[config.mk]
export PLATFORM = sky130hd
export DESIGN_NAME = multichannel_biquad_filter_core
export DESIGN_NICKNAME = d
export VERILOG_FILES = /design/src/rtl/core/mbf_pkg.sv /design/src/rtl/core/mbf_regs.sv /design/src/rtl/core/mbf_dp.sv /design/src/rtl/core/mbf_ctrl.sv /design/src/rtl/core/multichannel_biquad_filter_core.sv
export VERILOG_INCLUDE_DIRS = /design/src /design/src/rtl/core
export SDC_FILE = /design/constraint.sdc
export NUM_CORES = 2
export LEC_CHECK = 0
export BUFFER_PORTS_ARGS = -buffer_cell sky130_fd_sc_hd__buf_4
export CORE_AREA = 2 2 476 478
export CTS_CLUSTER_SIZE = 16
export DETAILED_ROUTE_END_ITERATION = 10
export DIE_AREA = 0 0 478 480
export GPL_TIMING_DRIVEN = 1
export PLACE_DENSITY = 0.66
export RECOVER_POWER = 25
export SYNTH_ARGS = -nofsm -noshare
export SYNTH_HDL_FRONTEND = slang
export SYNTH_SLANG_ARGS = --single-unit
[constraint.sdc]
create_clock -name clk -period 10.5 [get_ports clk]
set_input_delay 0.525 -clock clk [delete_from_list [all_inputs] [get_ports clk]]
set_output_delay 0.525 -clock clk [all_outputs]
set_load 0.005 [all_outputs]
[src/rtl/core/multichannel_biquad_filter_core_macros.svh]
// ----------------------------------------------------------------------------
// Assertion macros for the multichannel biquad filter core
// Shorthand for clocked implication checks with a synchronous reset.
// ----------------------------------------------------------------------------
`ifndef MULTICHANNEL_BIQUAD_FILTER_CORE_MACROS_SVH
`define MULTICHANNEL_BIQUAD_FILTER_CORE_MACROS_SVH

// Same-cycle implication: cons holds whenever ante holds.
`define MBF_ASSERT_IMPL(lbl, clk_s, rst_s, ante, cons, msg) \
  lbl: assert property (@(posedge clk_s) disable iff (rst_s) (ante) |-> (cons)) \
    else $error(msg);

// Next-cycle implication: cons holds in the cycle after ante.
`define MBF_ASSERT_NEXT(lbl, clk_s, rst_s, ante, cons, msg) \
  lbl: assert property (@(posedge clk_s) disable iff (rst_s) (ante) |=> (cons)) \
    else $error(msg);

`endif

[src/rtl/core/mbf_pkg.sv]
// ----------------------------------------------------------------------------
// mbf_pkg
// Shared constants, codes and control structs of the biquad filter core.
// ----------------------------------------------------------------------------
package mbf_pkg;

  localparam int DEF_MAX_CHANNELS = 8;
  localparam int DEF_SAMPLE_WIDTH = 24;
  localparam int DEF_COEF_WIDTH   = 32;

  localparam int CH_W    = 3;   // channel tag width
  localparam int STATE_W = 40;  // Q10.30 state and saturated accumulator
  localparam int ACC_W   = 46;  // exact sum of three products before saturation
  localparam int TQ_W    = 43;  // magnitude of one truncated product
  localparam int ACT_W   = 4;
  localparam int THR_W   = 16;
  localparam int ADDR_W  = 5;
  localparam int DATA_W  = 32;
  localparam int NUM_PROD = 5;

  localparam logic [THR_W-1:0] DEF_FLUSH = 16'd10;

  // product codes; also the slot order of the coefficient bank
  localparam logic [2:0] P_A1 = 3'd0;
  localparam logic [2:0] P_A2 = 3'd1;
  localparam logic [2:0] P_B0 = 3'd2;
  localparam logic [2:0] P_B1 = 3'd3;
  localparam logic [2:0] P_B2 = 3'd4;

  // register indexes
  localparam logic [2:0] REG_B0  = 3'd0;
  localparam logic [2:0] REG_B1  = 3'd1;
  localparam logic [2:0] REG_B2  = 3'd2;
  localparam logic [2:0] REG_A1  = 3'd3;
  localparam logic [2:0] REG_A2  = 3'd4;
  localparam logic [2:0] REG_ACT = 3'd5;
  localparam logic [2:0] REG_THR = 3'd6;

  typedef struct packed {
    logic       load_in;
    logic       load_state;
    logic       mag;
    logic       mul_lo;
    logic       mul_hi;
    logic       sum;
    logic       add;
    logic [2:0] sel;
    logic       sat_w;
    logic       sat_y;
    logic       out_load;
  } mbf_cmd_t;

  typedef struct packed {
    logic in_active;
    logic out_free;
  } mbf_status_t;

endpackage

[src/rtl/core/mbf_regs.sv]
// ----------------------------------------------------------------------------
// mbf_regs
// APB register bank: coefficients, active channel count, flush threshold.
// ----------------------------------------------------------------------------
module mbf_regs import mbf_pkg::*; #(
  parameter int COEF_WIDTH = DEF_COEF_WIDTH
) (
  input  logic                              clk,
  input  logic                              rst,
  input  logic                              psel,
  input  logic                              penable,
  input  logic                              pwrite,
  input  logic [ADDR_W-1:0]                 paddr,
  input  logic [DATA_W-1:0]                 pwdata,
  output logic [DATA_W-1:0]                 prdata,
  output logic                              pready,
  output logic [NUM_PROD-1:0][COEF_WIDTH-1:0] coefs,
  output logic [ACT_W-1:0]                  active_channels,
  output logic [THR_W-1:0]                  flush_threshold
);

  localparam logic [COEF_WIDTH-1:0] COEF_ONE = COEF_WIDTH'(1) << (COEF_WIDTH - 4);

  logic [2:0] idx;
  logic       wr_en;

  assign idx    = paddr[4:2];
  assign wr_en  = psel && penable && pwrite;
  assign pready = 1'b1;

  always_ff @(posedge clk) begin
    if (rst) begin
      coefs[P_A1]     <= '0;
      coefs[P_A2]     <= '0;
      coefs[P_B0]     <= COEF_ONE;
      coefs[P_B1]     <= '0;
      coefs[P_B2]     <= '0;
      active_channels <= '0;
      flush_threshold <= DEF_FLUSH;
    end else if (wr_en) begin
      unique case (idx)
        REG_B0:  coefs[P_B0] <= pwdata[COEF_WIDTH-1:0];
        REG_B1:  coefs[P_B1] <= pwdata[COEF_WIDTH-1:0];
        REG_B2:  coefs[P_B2] <= pwdata[COEF_WIDTH-1:0];
        REG_A1:  coefs[P_A1] <= pwdata[COEF_WIDTH-1:0];
        REG_A2:  coefs[P_A2] <= pwdata[COEF_WIDTH-1:0];
        REG_ACT: active_channels <= pwdata[ACT_W-1:0];
        REG_THR: flush_threshold <= pwdata[THR_W-1:0];
        default: ;
      endcase
    end
  end

  always_comb begin
    unique case (idx)
      REG_B0:  prdata = DATA_W'($signed(coefs[P_B0]));
      REG_B1:  prdata = DATA_W'($signed(coefs[P_B1]));
      REG_B2:  prdata = DATA_W'($signed(coefs[P_B2]));
      REG_A1:  prdata = DATA_W'($signed(coefs[P_A1]));
      REG_A2:  prdata = DATA_W'($signed(coefs[P_A2]));
      REG_ACT: prdata = DATA_W'(active_channels);
      REG_THR: prdata = DATA_W'(flush_threshold);
      default: prdata = '0;
    endcase
  end

endmodule

[src/rtl/core/mbf_dp.sv]
// ----------------------------------------------------------------------------
// mbf_dp
// Biquad datapath: state memory, shared multiplier, accumulator, output stage.
// ----------------------------------------------------------------------------
module mbf_dp import mbf_pkg::*; #(
  parameter int MAX_CHANNELS = DEF_MAX_CHANNELS,
  parameter int SAMPLE_WIDTH = DEF_SAMPLE_WIDTH,
  parameter int COEF_WIDTH   = DEF_COEF_WIDTH
) (
  input  logic                                clk,
  input  logic                                rst,
  input  mbf_cmd_t                            cmd,
  output mbf_status_t                         status,
  input  logic [NUM_PROD-1:0][COEF_WIDTH-1:0] coefs,
  input  logic [ACT_W-1:0]                    active_channels,
  input  logic [THR_W-1:0]                    flush_threshold,
  input  logic [CH_W-1:0]                     in_ch,
  input  logic [SAMPLE_WIDTH-1:0]             in_sample,
  output logic                                out_valid,
  input  logic                                out_ready,
  output logic [CH_W-1:0]                     out_ch,
  output logic [SAMPLE_WIDTH-1:0]             out_sample
);

  localparam int IDX_W    = (MAX_CHANNELS > 1) ? $clog2(MAX_CHANNELS) : 1;
  localparam int FRAC     = COEF_WIDTH - 4;
  localparam int IN_SHIFT = (SAMPLE_WIDTH <= 31) ? 31 - SAMPLE_WIDTH : 0;
  localparam int HALF     = (IN_SHIFT > 0) ? (1 << IN_SHIFT) >> 1 : 0;
  localparam int FULL_W   = COEF_WIDTH + 41;
  localparam int R_W      = 42;

  localparam logic signed [ACC_W-1:0] S40_MAX = (ACC_W'(1) <<< (STATE_W - 1)) - ACC_W'(1);
  localparam logic signed [ACC_W-1:0] S40_MIN = -S40_MAX - ACC_W'(1);
  localparam logic signed [R_W-1:0]   SMP_MAX = (R_W'(1) <<< (SAMPLE_WIDTH - 1)) - R_W'(1);
  localparam logic signed [R_W-1:0]   SMP_MIN = -SMP_MAX - R_W'(1);

  // state memory: {w1, w2} per channel, valid bits stand in for the reset clear
  logic [2*STATE_W-1:0]     mem [MAX_CHANNELS];
  logic [MAX_CHANNELS-1:0]  valid;
  logic [2*STATE_W-1:0]     rd_word;
  logic                     rd_ok;

  logic [IDX_W-1:0]                in_idx;
  logic [IDX_W-1:0]                idx_r;
  logic [CH_W-1:0]                 ch_r;
  logic signed [SAMPLE_WIDTH-1:0]  x_r;
  logic signed [STATE_W-1:0]       w1_r;
  logic signed [STATE_W-1:0]       w2_r;
  logic signed [STATE_W-1:0]       w_r;
  logic signed [ACC_W-1:0]         acc;
  logic [COEF_WIDTH-1:0]           mag_c;
  logic [STATE_W-1:0]              mag_s;
  logic                            neg_r;
  logic                            sub_r;
  logic [COEF_WIDTH+31:0]          plo;
  logic [COEF_WIDTH+7:0]           phi;
  logic [TQ_W-1:0]                 tq_r;
  logic [SAMPLE_WIDTH-1:0]         y_r;

  logic [COEF_WIDTH-1:0]           c_sel;
  logic signed [STATE_W-1:0]       s_sel;
  logic                            sub_sel;
  logic [FULL_W-1:0]               full;
  logic signed [ACC_W-1:0]         term;
  logic signed [ACC_W-1:0]         x_scaled;
  logic signed [STATE_W-1:0]       acc40;
  logic signed [STATE_W:0]         acc_abs;
  logic signed [R_W-1:0]           r;
  logic [SAMPLE_WIDTH-1:0]         y_next;

  function automatic logic signed [STATE_W-1:0] sat40(input logic signed [ACC_W-1:0] v);
    if (v > S40_MAX) begin
      return STATE_W'(S40_MAX);
    end else if (v < S40_MIN) begin
      return STATE_W'(S40_MIN);
    end
    return STATE_W'(v);
  endfunction

  assign in_idx = IDX_W'(in_ch);
  assign status.in_active = ({1'b0, in_ch} < active_channels) && (int'(in_ch) < MAX_CHANNELS);
  assign status.out_free  = !out_valid || out_ready;

  // operand select
  always_comb begin
    unique case (cmd.sel)
      P_A1:    begin c_sel = coefs[P_A1]; s_sel = w1_r; sub_sel = 1'b1; end
      P_A2:    begin c_sel = coefs[P_A2]; s_sel = w2_r; sub_sel = 1'b1; end
      P_B0:    begin c_sel = coefs[P_B0]; s_sel = w_r;  sub_sel = 1'b0; end
      P_B1:    begin c_sel = coefs[P_B1]; s_sel = w1_r; sub_sel = 1'b0; end
      P_B2:    begin c_sel = coefs[P_B2]; s_sel = w2_r; sub_sel = 1'b0; end
      default: begin c_sel = '0;          s_sel = '0;   sub_sel = 1'b0; end
    endcase
  end

  assign full = {1'b0, phi, 32'd0} + FULL_W'(plo);
  assign term = $signed(ACC_W'(tq_r));

  always_comb begin
    if (SAMPLE_WIDTH <= 31) begin
      x_scaled = ACC_W'(x_r) <<< IN_SHIFT;
    end else begin
      x_scaled = ACC_W'(x_r) >>> 1;
    end
  end

  // output conversion: flush to zero at or below the threshold, else round to nearest, ties up, then saturate
  assign acc40   = sat40(acc);
  assign acc_abs = acc40[STATE_W-1] ? -(STATE_W+1)'(acc40) : (STATE_W+1)'(acc40);

  always_comb begin
    if (SAMPLE_WIDTH <= 31) begin
      r = (R_W'(acc40) + R_W'(HALF)) >>> IN_SHIFT;
    end else begin
      r = R_W'(acc40) <<< 1;
    end
    if (acc_abs <= $signed((STATE_W+1)'(flush_threshold))) begin
      y_next = '0;
    end else if (r > SMP_MAX) begin
      y_next = SAMPLE_WIDTH'(SMP_MAX);
    end else if (r < SMP_MIN) begin
      y_next = SAMPLE_WIDTH'(SMP_MIN);
    end else begin
      y_next = r[SAMPLE_WIDTH-1:0];
    end
  end

  always_ff @(posedge clk) begin
    if (cmd.load_in && status.in_active) begin
      rd_word <= mem[in_idx];
      rd_ok   <= valid[in_idx];
    end
    if (cmd.sat_y) begin
      mem[idx_r] <= {w_r, w1_r};
    end
  end

  always_ff @(posedge clk) begin
    if (rst) begin
      valid <= '0;
    end else if (cmd.sat_y) begin
      valid[idx_r] <= 1'b1;
    end
  end

  always_ff @(posedge clk) begin
    if (cmd.load_in) begin
      ch_r  <= in_ch;
      idx_r <= in_idx;
      x_r   <= in_sample;
      y_r   <= in_sample;  // pass-through value unless filtered
    end
    if (cmd.load_state) begin
      w1_r <= rd_ok ? rd_word[2*STATE_W-1:STATE_W] : '0;
      w2_r <= rd_ok ? rd_word[STATE_W-1:0] : '0;
      acc  <= x_scaled;
    end
    if (cmd.mag) begin
      mag_c <= c_sel[COEF_WIDTH-1] ? (~c_sel + COEF_WIDTH'(1)) : c_sel;
      mag_s <= s_sel[STATE_W-1] ? STATE_W'(-s_sel) : STATE_W'(s_sel);
      neg_r <= c_sel[COEF_WIDTH-1] ^ s_sel[STATE_W-1];
      sub_r <= sub_sel;
    end
    if (cmd.mul_lo) begin
      plo <= mag_c * mag_s[31:0];
    end
    if (cmd.mul_hi) begin
      phi <= mag_c * mag_s[STATE_W-1:32];
    end
    if (cmd.sum) begin
      tq_r <= TQ_W'(full >> FRAC);
    end
    if (cmd.add) begin
      acc <= (neg_r ^ sub_r) ? acc - term : acc + term;
    end
    if (cmd.sat_w) begin
      w_r <= acc40;
      acc <= '0;
    end
    if (cmd.sat_y) begin
      y_r <= y_next;
    end
  end

  // output register
  always_ff @(posedge clk) begin
    if (rst) begin
      out_valid <= 1'b0;
    end else if (cmd.out_load) begin
      out_valid <= 1'b1;
    end else if (out_ready) begin
      out_valid <= 1'b0;
    end
  end

  always_ff @(posedge clk) begin
    if (cmd.out_load) begin
      out_ch     <= ch_r;
      out_sample <= y_r;
    end
  end

endmodule

[src/rtl/core/mbf_ctrl.sv]
// ----------------------------------------------------------------------------
// mbf_ctrl
// Sequencer that steps the datapath through the five products of one sample.
// ----------------------------------------------------------------------------
`include "multichannel_biquad_filter_core_macros.svh"

module mbf_ctrl import mbf_pkg::*; (
  input  logic        clk,
  input  logic        rst,
  input  logic        in_valid,
  output logic        in_ready,
  input  mbf_status_t status,
  output mbf_cmd_t    cmd
);

  localparam logic [3:0] ST_IDLE = 4'd0;
  localparam logic [3:0] ST_LOAD = 4'd1;
  localparam logic [3:0] ST_MAG  = 4'd2;
  localparam logic [3:0] ST_MLO  = 4'd3;
  localparam logic [3:0] ST_MHI  = 4'd4;
  localparam logic [3:0] ST_SUM  = 4'd5;
  localparam logic [3:0] ST_ADD  = 4'd6;
  localparam logic [3:0] ST_SATW = 4'd7;
  localparam logic [3:0] ST_SATY = 4'd8;
  localparam logic [3:0] ST_DONE = 4'd9;

  logic [3:0] state;
  logic [3:0] state_next;
  logic [2:0] sel;
  logic [2:0] sel_next;

  assign in_ready = (state == ST_IDLE);

  always_comb begin
    state_next = state;
    sel_next   = sel;
    unique case (state)
      ST_IDLE: begin
        if (in_valid) begin
          state_next = status.in_active ? ST_LOAD : ST_DONE;
        end
      end
      ST_LOAD: begin
        sel_next   = P_A1;
        state_next = ST_MAG;
      end
      ST_MAG:  state_next = ST_MLO;
      ST_MLO:  state_next = ST_MHI;
      ST_MHI:  state_next = ST_SUM;
      ST_SUM:  state_next = ST_ADD;
      ST_ADD: begin
        if (sel == P_A2) begin
          state_next = ST_SATW;
        end else if (sel == P_B2) begin
          state_next = ST_SATY;
        end else begin
          sel_next   = sel + 3'd1;
          state_next = ST_MAG;
        end
      end
      ST_SATW: begin
        sel_next   = P_B0;
        state_next = ST_MAG;
      end
      ST_SATY: state_next = ST_DONE;
      ST_DONE: begin
        if (status.out_free) begin
          state_next = ST_IDLE;
        end
      end
      default: state_next = ST_IDLE;
    endcase
  end

  always_ff @(posedge clk) begin
    if (rst) begin
      state <= ST_IDLE;
      sel   <= P_A1;
    end else begin
      state <= state_next;
      sel   <= sel_next;
    end
  end

  always_comb begin
    cmd.load_in    = (state == ST_IDLE) && in_valid;
    cmd.load_state = (state == ST_LOAD);
    cmd.mag        = (state == ST_MAG);
    cmd.mul_lo     = (state == ST_MLO);
    cmd.mul_hi     = (state == ST_MHI);
    cmd.sum        = (state == ST_SUM);
    cmd.add        = (state == ST_ADD);
    cmd.sel        = sel;
    cmd.sat_w      = (state == ST_SATW);
    cmd.sat_y      = (state == ST_SATY);
    cmd.out_load   = (state == ST_DONE) && status.out_free;
  end

  `MBF_ASSERT_NEXT(a_active_goes_load, clk, rst, (state == ST_IDLE) && in_valid && status.in_active, state == ST_LOAD, "active sample did not start filtering")
  `MBF_ASSERT_NEXT(a_feedback_then_satw, clk, rst, (state == ST_ADD) && (sel == P_A2), state == ST_SATW, "w not saturated after feedback products")
  `MBF_ASSERT_IMPL(a_sel_in_range, clk, rst, state == ST_MAG, sel <= P_B2, "product select out of range")
  `MBF_ASSERT_NEXT(a_done_holds, clk, rst, (state == ST_DONE) && !status.out_free, state == ST_DONE, "result dropped while output stalled")

endmodule

[src/rtl/core/multichannel_biquad_filter_core.sv]
// ----------------------------------------------------------------------------
// multichannel_biquad_filter_core
// Direct form II biquad with per-channel state and shared coefficients.
// ----------------------------------------------------------------------------
// Input stream: s_tdata carries one signed Q1.23 sample, s_tuser its channel.
// Output stream: m_tdata carries the filtered sample, m_tuser the same channel.
// Registers over APB: b0, b1, b2, a1, a2 (Q4.28), active channel count and
// flush threshold, at byte addresses 0x00 to 0x18.
// A filtered sample runs five coefficient*state products through one shared
// 32x32 multiplier, each through magnitude, low half, high half, combine and
// accumulate steps, plus load and two saturation steps. A new sample is taken
// only once the previous one has been handed to the output register.
// A sample on an inactive channel passes through unchanged, going straight
// from the input transaction to the done step and the output register.
// Reset restores the default coefficients (b0 = 1.0) and clears all channel
// state at once through per-channel valid bits; no clearing pass is needed.
// The result sits in an output register; the next sample is accepted and
// processed while it waits, and holds in the final step while m_tready is low.
// ----------------------------------------------------------------------------
module multichannel_biquad_filter_core import mbf_pkg::*; #(
  parameter int MAX_CHANNELS = DEF_MAX_CHANNELS,
  parameter int SAMPLE_WIDTH = DEF_SAMPLE_WIDTH,
  parameter int COEF_WIDTH   = DEF_COEF_WIDTH,
  parameter int TDATA_W      = ((SAMPLE_WIDTH + 7) / 8) * 8
) (
  input  logic                clk,
  input  logic                rst,
  input  logic                psel,
  input  logic                penable,
  input  logic                pwrite,
  input  logic [ADDR_W-1:0]   paddr,
  input  logic [DATA_W-1:0]   pwdata,
  output logic [DATA_W-1:0]   prdata,
  output logic                pready,
  input  logic                s_tvalid,
  output logic                s_tready,
  input  logic [TDATA_W-1:0]  s_tdata,   // sample_in
  input  logic [CH_W-1:0]     s_tuser,   // channel
  output logic                m_tvalid,
  input  logic                m_tready,
  output logic [TDATA_W-1:0]  m_tdata,   // sample_out
  output logic [CH_W-1:0]     m_tuser    // channel_out
);

  logic [NUM_PROD-1:0][COEF_WIDTH-1:0] coefs;
  logic [ACT_W-1:0]                    active_channels;
  logic [THR_W-1:0]                    flush_threshold;
  mbf_cmd_t                            cmd;
  mbf_status_t                         status;
  logic [SAMPLE_WIDTH-1:0]             out_sample;

  mbf_regs #(
    .COEF_WIDTH(COEF_WIDTH)
  ) u_regs (
    .clk             (clk),
    .rst             (rst),
    .psel            (psel),
    .penable         (penable),
    .pwrite          (pwrite),
    .paddr           (paddr),
    .pwdata          (pwdata),
    .prdata          (prdata),
    .pready          (pready),
    .coefs           (coefs),
    .active_channels (active_channels),
    .flush_threshold (flush_threshold)
  );

  mbf_ctrl u_ctrl (
    .clk      (clk),
    .rst      (rst),
    .in_valid (s_tvalid),
    .in_ready (s_tready),
    .status   (status),
    .cmd      (cmd)
  );

  mbf_dp #(
    .MAX_CHANNELS(MAX_CHANNELS),
    .SAMPLE_WIDTH(SAMPLE_WIDTH),
    .COEF_WIDTH  (COEF_WIDTH)
  ) u_dp (
    .clk             (clk),
    .rst             (rst),
    .cmd             (cmd),
    .status          (status),
    .coefs           (coefs),
    .active_channels (active_channels),
    .flush_threshold (flush_threshold),
    .in_ch           (s_tuser),
    .in_sample       (s_tdata[SAMPLE_WIDTH-1:0]),
    .out_valid       (m_tvalid),
    .out_ready       (m_tready),
    .out_ch          (m_tuser),
    .out_sample      (out_sample)
  );

  assign m_tdata = TDATA_W'(out_sample);

endmodule
* After elaboration in Yosys (flattened, before gate mapping) *
Memories as Yosys holds them, arrays and structs flattened. A register that Yosys moved wholly into a read port is not among the register bits.
Index checks and enable logic that the tools add are counted.

storage, ports and cells
  output and inout port bits = 62
  register bits = 661
  word-level logic and storage cells = 142
  memory bits (writable) = 640
  memories = 1

operators by class
  $lt $le $gt $ge = 9
  bitwise gates (word level) = 4
  reductions and logical operators = 28
  eq/ne operators = 23
  $mul = 2
  mux-type cells = 37
  add/subtract/negate cells = 8

memories
  memory    depth  width  rd ports  clocked after Yosys merged registers in  write ports  RTL line      RTL
  u_dp.mem  8      80     1         1                                        1            mbf_dp.sv:38  logic [2*STATE_W-1:0] mem [MAX_CHANNELS];

operator list
  operator               number
  $pmux 32 s7            1
  $pmux 32 s5            1
  $mux 46                3
  $mux 24                5
  $mux 40                3
  $pmux 40 s3            1
  $add 71x64->71         1
  $mul 32x32->64         1
  $add 46x44->46         1
  $gt 46x40->1 const B   1
  $lt 46x40->1 const B   1
  $sub 46x44->46         1
  $add 40x8->41 const B  1
  $le 41x17->1           1
  $mux 41                1
  $neg 40->41            1
  $neg 40->40            1
  $mul 32x8->39          1
  $mux 39                1
  $pmux 4 s9             1
  $gt 34x24->1 const B   1
  $lt 34x24->1 const B   1
  $add 32x1->32 const B  1
  $not 32->32            1
  32 further kinds       79

* Depth between registers and ports, before layout *
  word-level depth = 10
  gate-level depth with buffers = 30
  gate-level depth less buffers = 29

* By module *
From an unflattened synthesis, not the netlist that was laid out.

second synthesis, totals
  cell total of the unflattened synthesis = 9013
  area total of the unflattened synthesis = 102522.1 um^2

modules (own cells, without submodules)
  module    area each (um^2)  instances  cells an instance  seq. area each (um^2)
  mbf_dp    93453.4           1          8129               34463.1
  mbf_regs  8529.4            1          816                3603.5
  mbf_ctrl  539.3             1          68                 140.1

* Least setup slack after synthesis *
No wires, ideal clock.

  path kind = flip-flop to flip-flop
  start = reg u_ctrl.state[1]
  end = mem u_dp.mem[0][0] (netlist bit), enable pin
  library setup time = 0.720 ns
  stages on the path, launching flop included = 4
  data arrival time = 8.511 ns
  path slack = 1.269 ns
  path buffers = 0
  required time = 9.780 ns
  path through = dfxtp_1 nor2_1 nand3b_1 nor4_1

between the ends
  cells in the longest elaborated chain, start to end = 3

ends and longest elaborated chain
  what                          RTL line        RTL
  start: declaration            mbf_ctrl.sv:27  logic [3:0] state;
  start signal: assignment      mbf_ctrl.sv:80  state <= state_next;
  $eq 4x4->1                    mbf_ctrl.sv:95  cmd.sat_y = (state == ST_SATY);
  $mux 1                        mbf_dp.sv:133   if (cmd.sat_y) begin
  $mux 1 (implied by the code)  mbf_dp.sv:134   mem[idx_r] <= {w_r, w1_r};
  end: declaration              mbf_dp.sv:38

No other way between the ends.

* Worst setup path after layout *
  start = reg u_dp.mag_c[6]
  end = reg u_dp.plo[62] (data pin)

between the ends
  cells in the longest elaborated chain, start to end = 1

ends and longest elaborated chain
  what                      RTL line       RTL
  start: declaration        mbf_dp.sv:51   logic [COEF_WIDTH-1:0] mag_c;
  start signal: assignment  mbf_dp.sv:159  mag_c <= c_sel[COEF_WIDTH-1] ? (~c_sel + COEF_WIDTH'(1)) : c_sel;
  $mul 32x32->64            mbf_dp.sv:165  plo <= mag_c * mag_s[31:0];
  end signal: assignment    mbf_dp.sv:165
  end: declaration          mbf_dp.sv:55   logic [COEF_WIDTH+31:0] plo;

No other way between the ends.
A chain may end at the register's enable or synchronous reset.

==> results.md <==
- Req. time, crit path: between 10 and 15 ns
- Least-Margin Pin Slew: 4.85 ns
- Worst Skew: 0.0564 ns
- Worst Hold End: u_regs.coefs[58]
- Reg clk slew, reported paths: around 0.060 ns
- Initial core utilization: between 40 and 50%
- GR Layer Usage met2: about two fifths
- Cells after synthesis: a little over 9000
- Ys flop type: edfxtp_1
- Syn nets: around 11000
- Largest family of logic cells by synthesized area: adder cells
- Gr usage total: approximately 25%
- Vias post-DR: around 70000
- Core area: ~0.22 mm^2
- Setup crit end kind: flip-flop
- CTS Sinks: approximately 1400
- CTS Root Cell: clkbuf_16
- Max_slew headroom: -223%
- RD Place Congestion: 0.934
- Post-CTS Resized: 0
- Max Fclk: between 100 and 150 MHz
- Routed len/inst: ~23 um
- Worst skew pair latency: ~0.81 ns
- Period utilization: around nine tenths
- First-pass GRT wire length: ~440 mm
- Drt pass-1 iters: 8
- Largest cells by area after synthesis: edfxtp_1 (33%), fa_1 (21%), ha_1 (5.3%)
- Tmin final: around 9.5 ns
- Startpoint Class: flip-flop
- Max Cap Viol: 3
- Hold path depth: 3
- Total CTS buffers: approximately 140
- Initial antenna violation count: 18
- Pins Over Slew Limit: between 100 and 150
- Vias/cell: between 5 and 6
- Final Routed Wirelength: between 200 and 300 mm
- Post-synthesis mux area share: 5.57%
- Num ports: about 130
- WP data arrival: about 10 ns
- Met1 usage: between 30% and 40%
- Violations in the final reports: capacitance limit, slew limit
- Synthesis-stage register bit count: around 1400
- Drc violations: 0
- XOR/XNOR Fraction of Synth Area: 2.31%
- Hold WC Path Type: in -> reg
- Final #Nets: 10600
- Crit-path most repeated cell: fa_1
- Worst r2r src: u_dp.mag_c[6]
- Crit-path max FO: 24
- Post-synth top area cell: edfxtp_1
- Final hold vios: 0
- Critical setup path kind: reg -> reg
- Synth Area per Inst: between 10 and 15 um^2
- Sequential fraction of the synthesis area: a little under two fifths
- Number of synthesized flops with an enable pin: around 1100
- RSZ-0062 raised after global routing: false
- Final HPWL from detailed placement: 201 mm
- Largest net degree at the start of global routing: 97
- Die Width: roughly 480 um
- Hold path start: pwdata[26]
- Status: finished, violations left
- Crit path largest cell delay: approximately 1.2 ns
- Synth warnings: 0
- Synth Cell Area: about 0.10 mm^2
- Compound-Gate Fraction of Synth Area: 7.87%
- PortBufs: around 130
- H-tree depth: 4
- Clk buf depth: 3
- Worst r2r dst: u_dp.plo[62]
- Share of cells above drive strength 1: around 9.0%
- Die ar.: ~0.23 mm^2
- Final setup viols: 0
- Post-CTS Setup Inserts: 0
- Synth Area in Simple Gates: approximately an eighth
- FF-to-FF setup slack: about 1.0 ns
- Post-synthesis adder-cell area fraction: 26.7%
- P&R area growth vs syn: 9.09%
- Post-synth top area share: ~33%
- DRT antenna net count: 0
- Vias in the first global route: just over 70000
- DIE HEIGHT: roughly 480 um
- Distinct cell type count after synthesis: 96
- CTS tree: yes
- Async S/R FF share, synth: 0%
- Site row count: roughly 170
- Grt ovf: 0
- GR peak layer: met2
- Detailed Route Iter0 Violations: 7016
- Worst R2R Path Depth: 28
- Worst path slowest cell: edfxtp_1
- Met3 Usage GRT: under 10%
- Setup_tns: 0 ns
==> layout make-up <==
type                            instances  area (um^2)
Antenna cell                           10         25.0
Clock buffer                          177         3770
Clock inverter                         76          948
Fill cell                           19600       114000
Inverter                             1155         4340
Multi-Input combinational cell       6051        56200
Sequential cell                      1353        38200
Tap cell                             2992         3740
Timing Repair Buffer                  334         2550
==> synth_stat cells, types with 72 or more instances <==
master	number
nand2_1	1168
inv_1	1152
edfxtp_1	1111
fa_1	1076
and2_1	799
clkbuf_1	483
a21oi_1	427
ha_1	424
nor2_1	355
dfxtp_1	242
o21ai_0	189
mux4_2	170
xnor2_1	166
xor2_1	99
mux2_2	94
nor3_1	83
mux2i_1	72
==> how the worst max path moves through the flow <==
stage                               start              to  slack (ns)  cells past startpoint
after floorplan           u_ctrl.state[1]  u_dp.mem[0][0]        1.27                      3
after detailed placement    u_dp.mag_c[6]    u_dp.plo[62]        1.07                     28
after global routing        u_dp.mag_c[6]    u_dp.plo[62]        0.60                     28
final                       u_dp.mag_c[6]    u_dp.plo[62]         1.0                     28
after CTS                   u_dp.mag_c[6]    u_dp.plo[62]        1.02                     28
after global placement      u_dp.mag_c[6]    u_dp.plo[62]        1.19                     30
==> repair_timing <==
item	CTS	global route
hold endpoints to repair	151	0
setup endpoints to repair	0	0
hold buffers	51	0
==> critical path: cells and delay by family (launching register included) <==
family | cells | cell delay, ns
flip-flops | 1 | 1.17
XOR/XNOR | 1 | 0.10
AO/OA/AOI/OAI | 7 | 2.49
AND/OR/NAND/NOR | 4 | 0.77
adder cells (fa/ha/maj) | 9 | 3.77
buffers and inverters | 7 | 0.96
==> per-stage QoR <==
| stage | worst slack [ns] | util [%] | std cells | hold WS [ns] | cell area, um^2 |
|---|---|---|---|---|---|
| 6_report | 0.996 | 49.0 | 12100 | 0.0380 | 110000 |
| 5_1_grt | 0.601 | 49.0 | 12100 | 0.0267 | 110000 |
| 4_1_cts | 1.02 | 49.0 | 12100 | 0.000921 | 110000 |
| 3_5_place_dp | 1.07 | 46.7 | 11800 | 0.405 | 105000 |
| 3_3_place_gp | 1.19 | 46.7 | 11800 | 0.409 | 105000 |
| 2_1_floorplan | 1.27 | - | 9103 | 0.400 | 101000 |
==> cell families (layout without fill, tap and decap cells) <==
kind of cell,Yosys count,count (layout)
buffers and inverters,1699,1742
XOR/XNOR,265,265
flip-flops,1353,1353
AO/OA/AOI/OAI,1215,1215
adder cells (fa/ha/maj),1500,1500
AND/OR/NAND/NOR,2734,2734
other,1,11
multiplexers,336,336
==> layer usage <==
layer	vias to the layer above	wire [um]
li1	30300	-
met3	592	23500
met1	35800	114000
met5	-	27
met4	4	13000
met2	3209	135000
==> registers in the layout (all words and copies together), names as in the netlist, 4 cells and up <==
signal / cells
u_dp.mem: 640
u_regs.coefs: 160
u_dp.rd_word: 80
u_dp.acc: 46
u_dp.tq_r: 43
u_dp.mag_s: 40
u_dp.w1_r: 40
u_dp.w2_r: 40
u_dp.w_r: 40
u_dp.phi: 39
u_dp.plo: 36
u_dp.mag_c: 32
u_dp.out_sample: 24
u_dp.x_r: 24
u_dp.y_r: 24
u_regs.flush_threshold: 16
u_dp.valid: 8
u_ctrl.state: 4
u_regs.active_channels: 4
==> layout by cell type, fill, tap and decap left out, types with 66 or more instances in the layout <==
cell type / n
a21o_1: 70
inv_1: 1152
edfxtp_1: 1111
mux2i_1: 72
a21oi_1: 427
fa_1: 1076
mux2_2: 94
nand3_1: 66
o21ai_0: 187
nor3_1: 71
xnor2_1: 165
clkbuf_16: 141
nand2_1: 1165
mux4_2: 170
nor2_1: 344
buf_4: 254
ha_1: 422
and2_1: 799
xor2_1: 98
dfxtp_1: 240
Power is not shown: default switching activity piles up to over one toggle a cycle in this logic, so the estimate is an artifact.
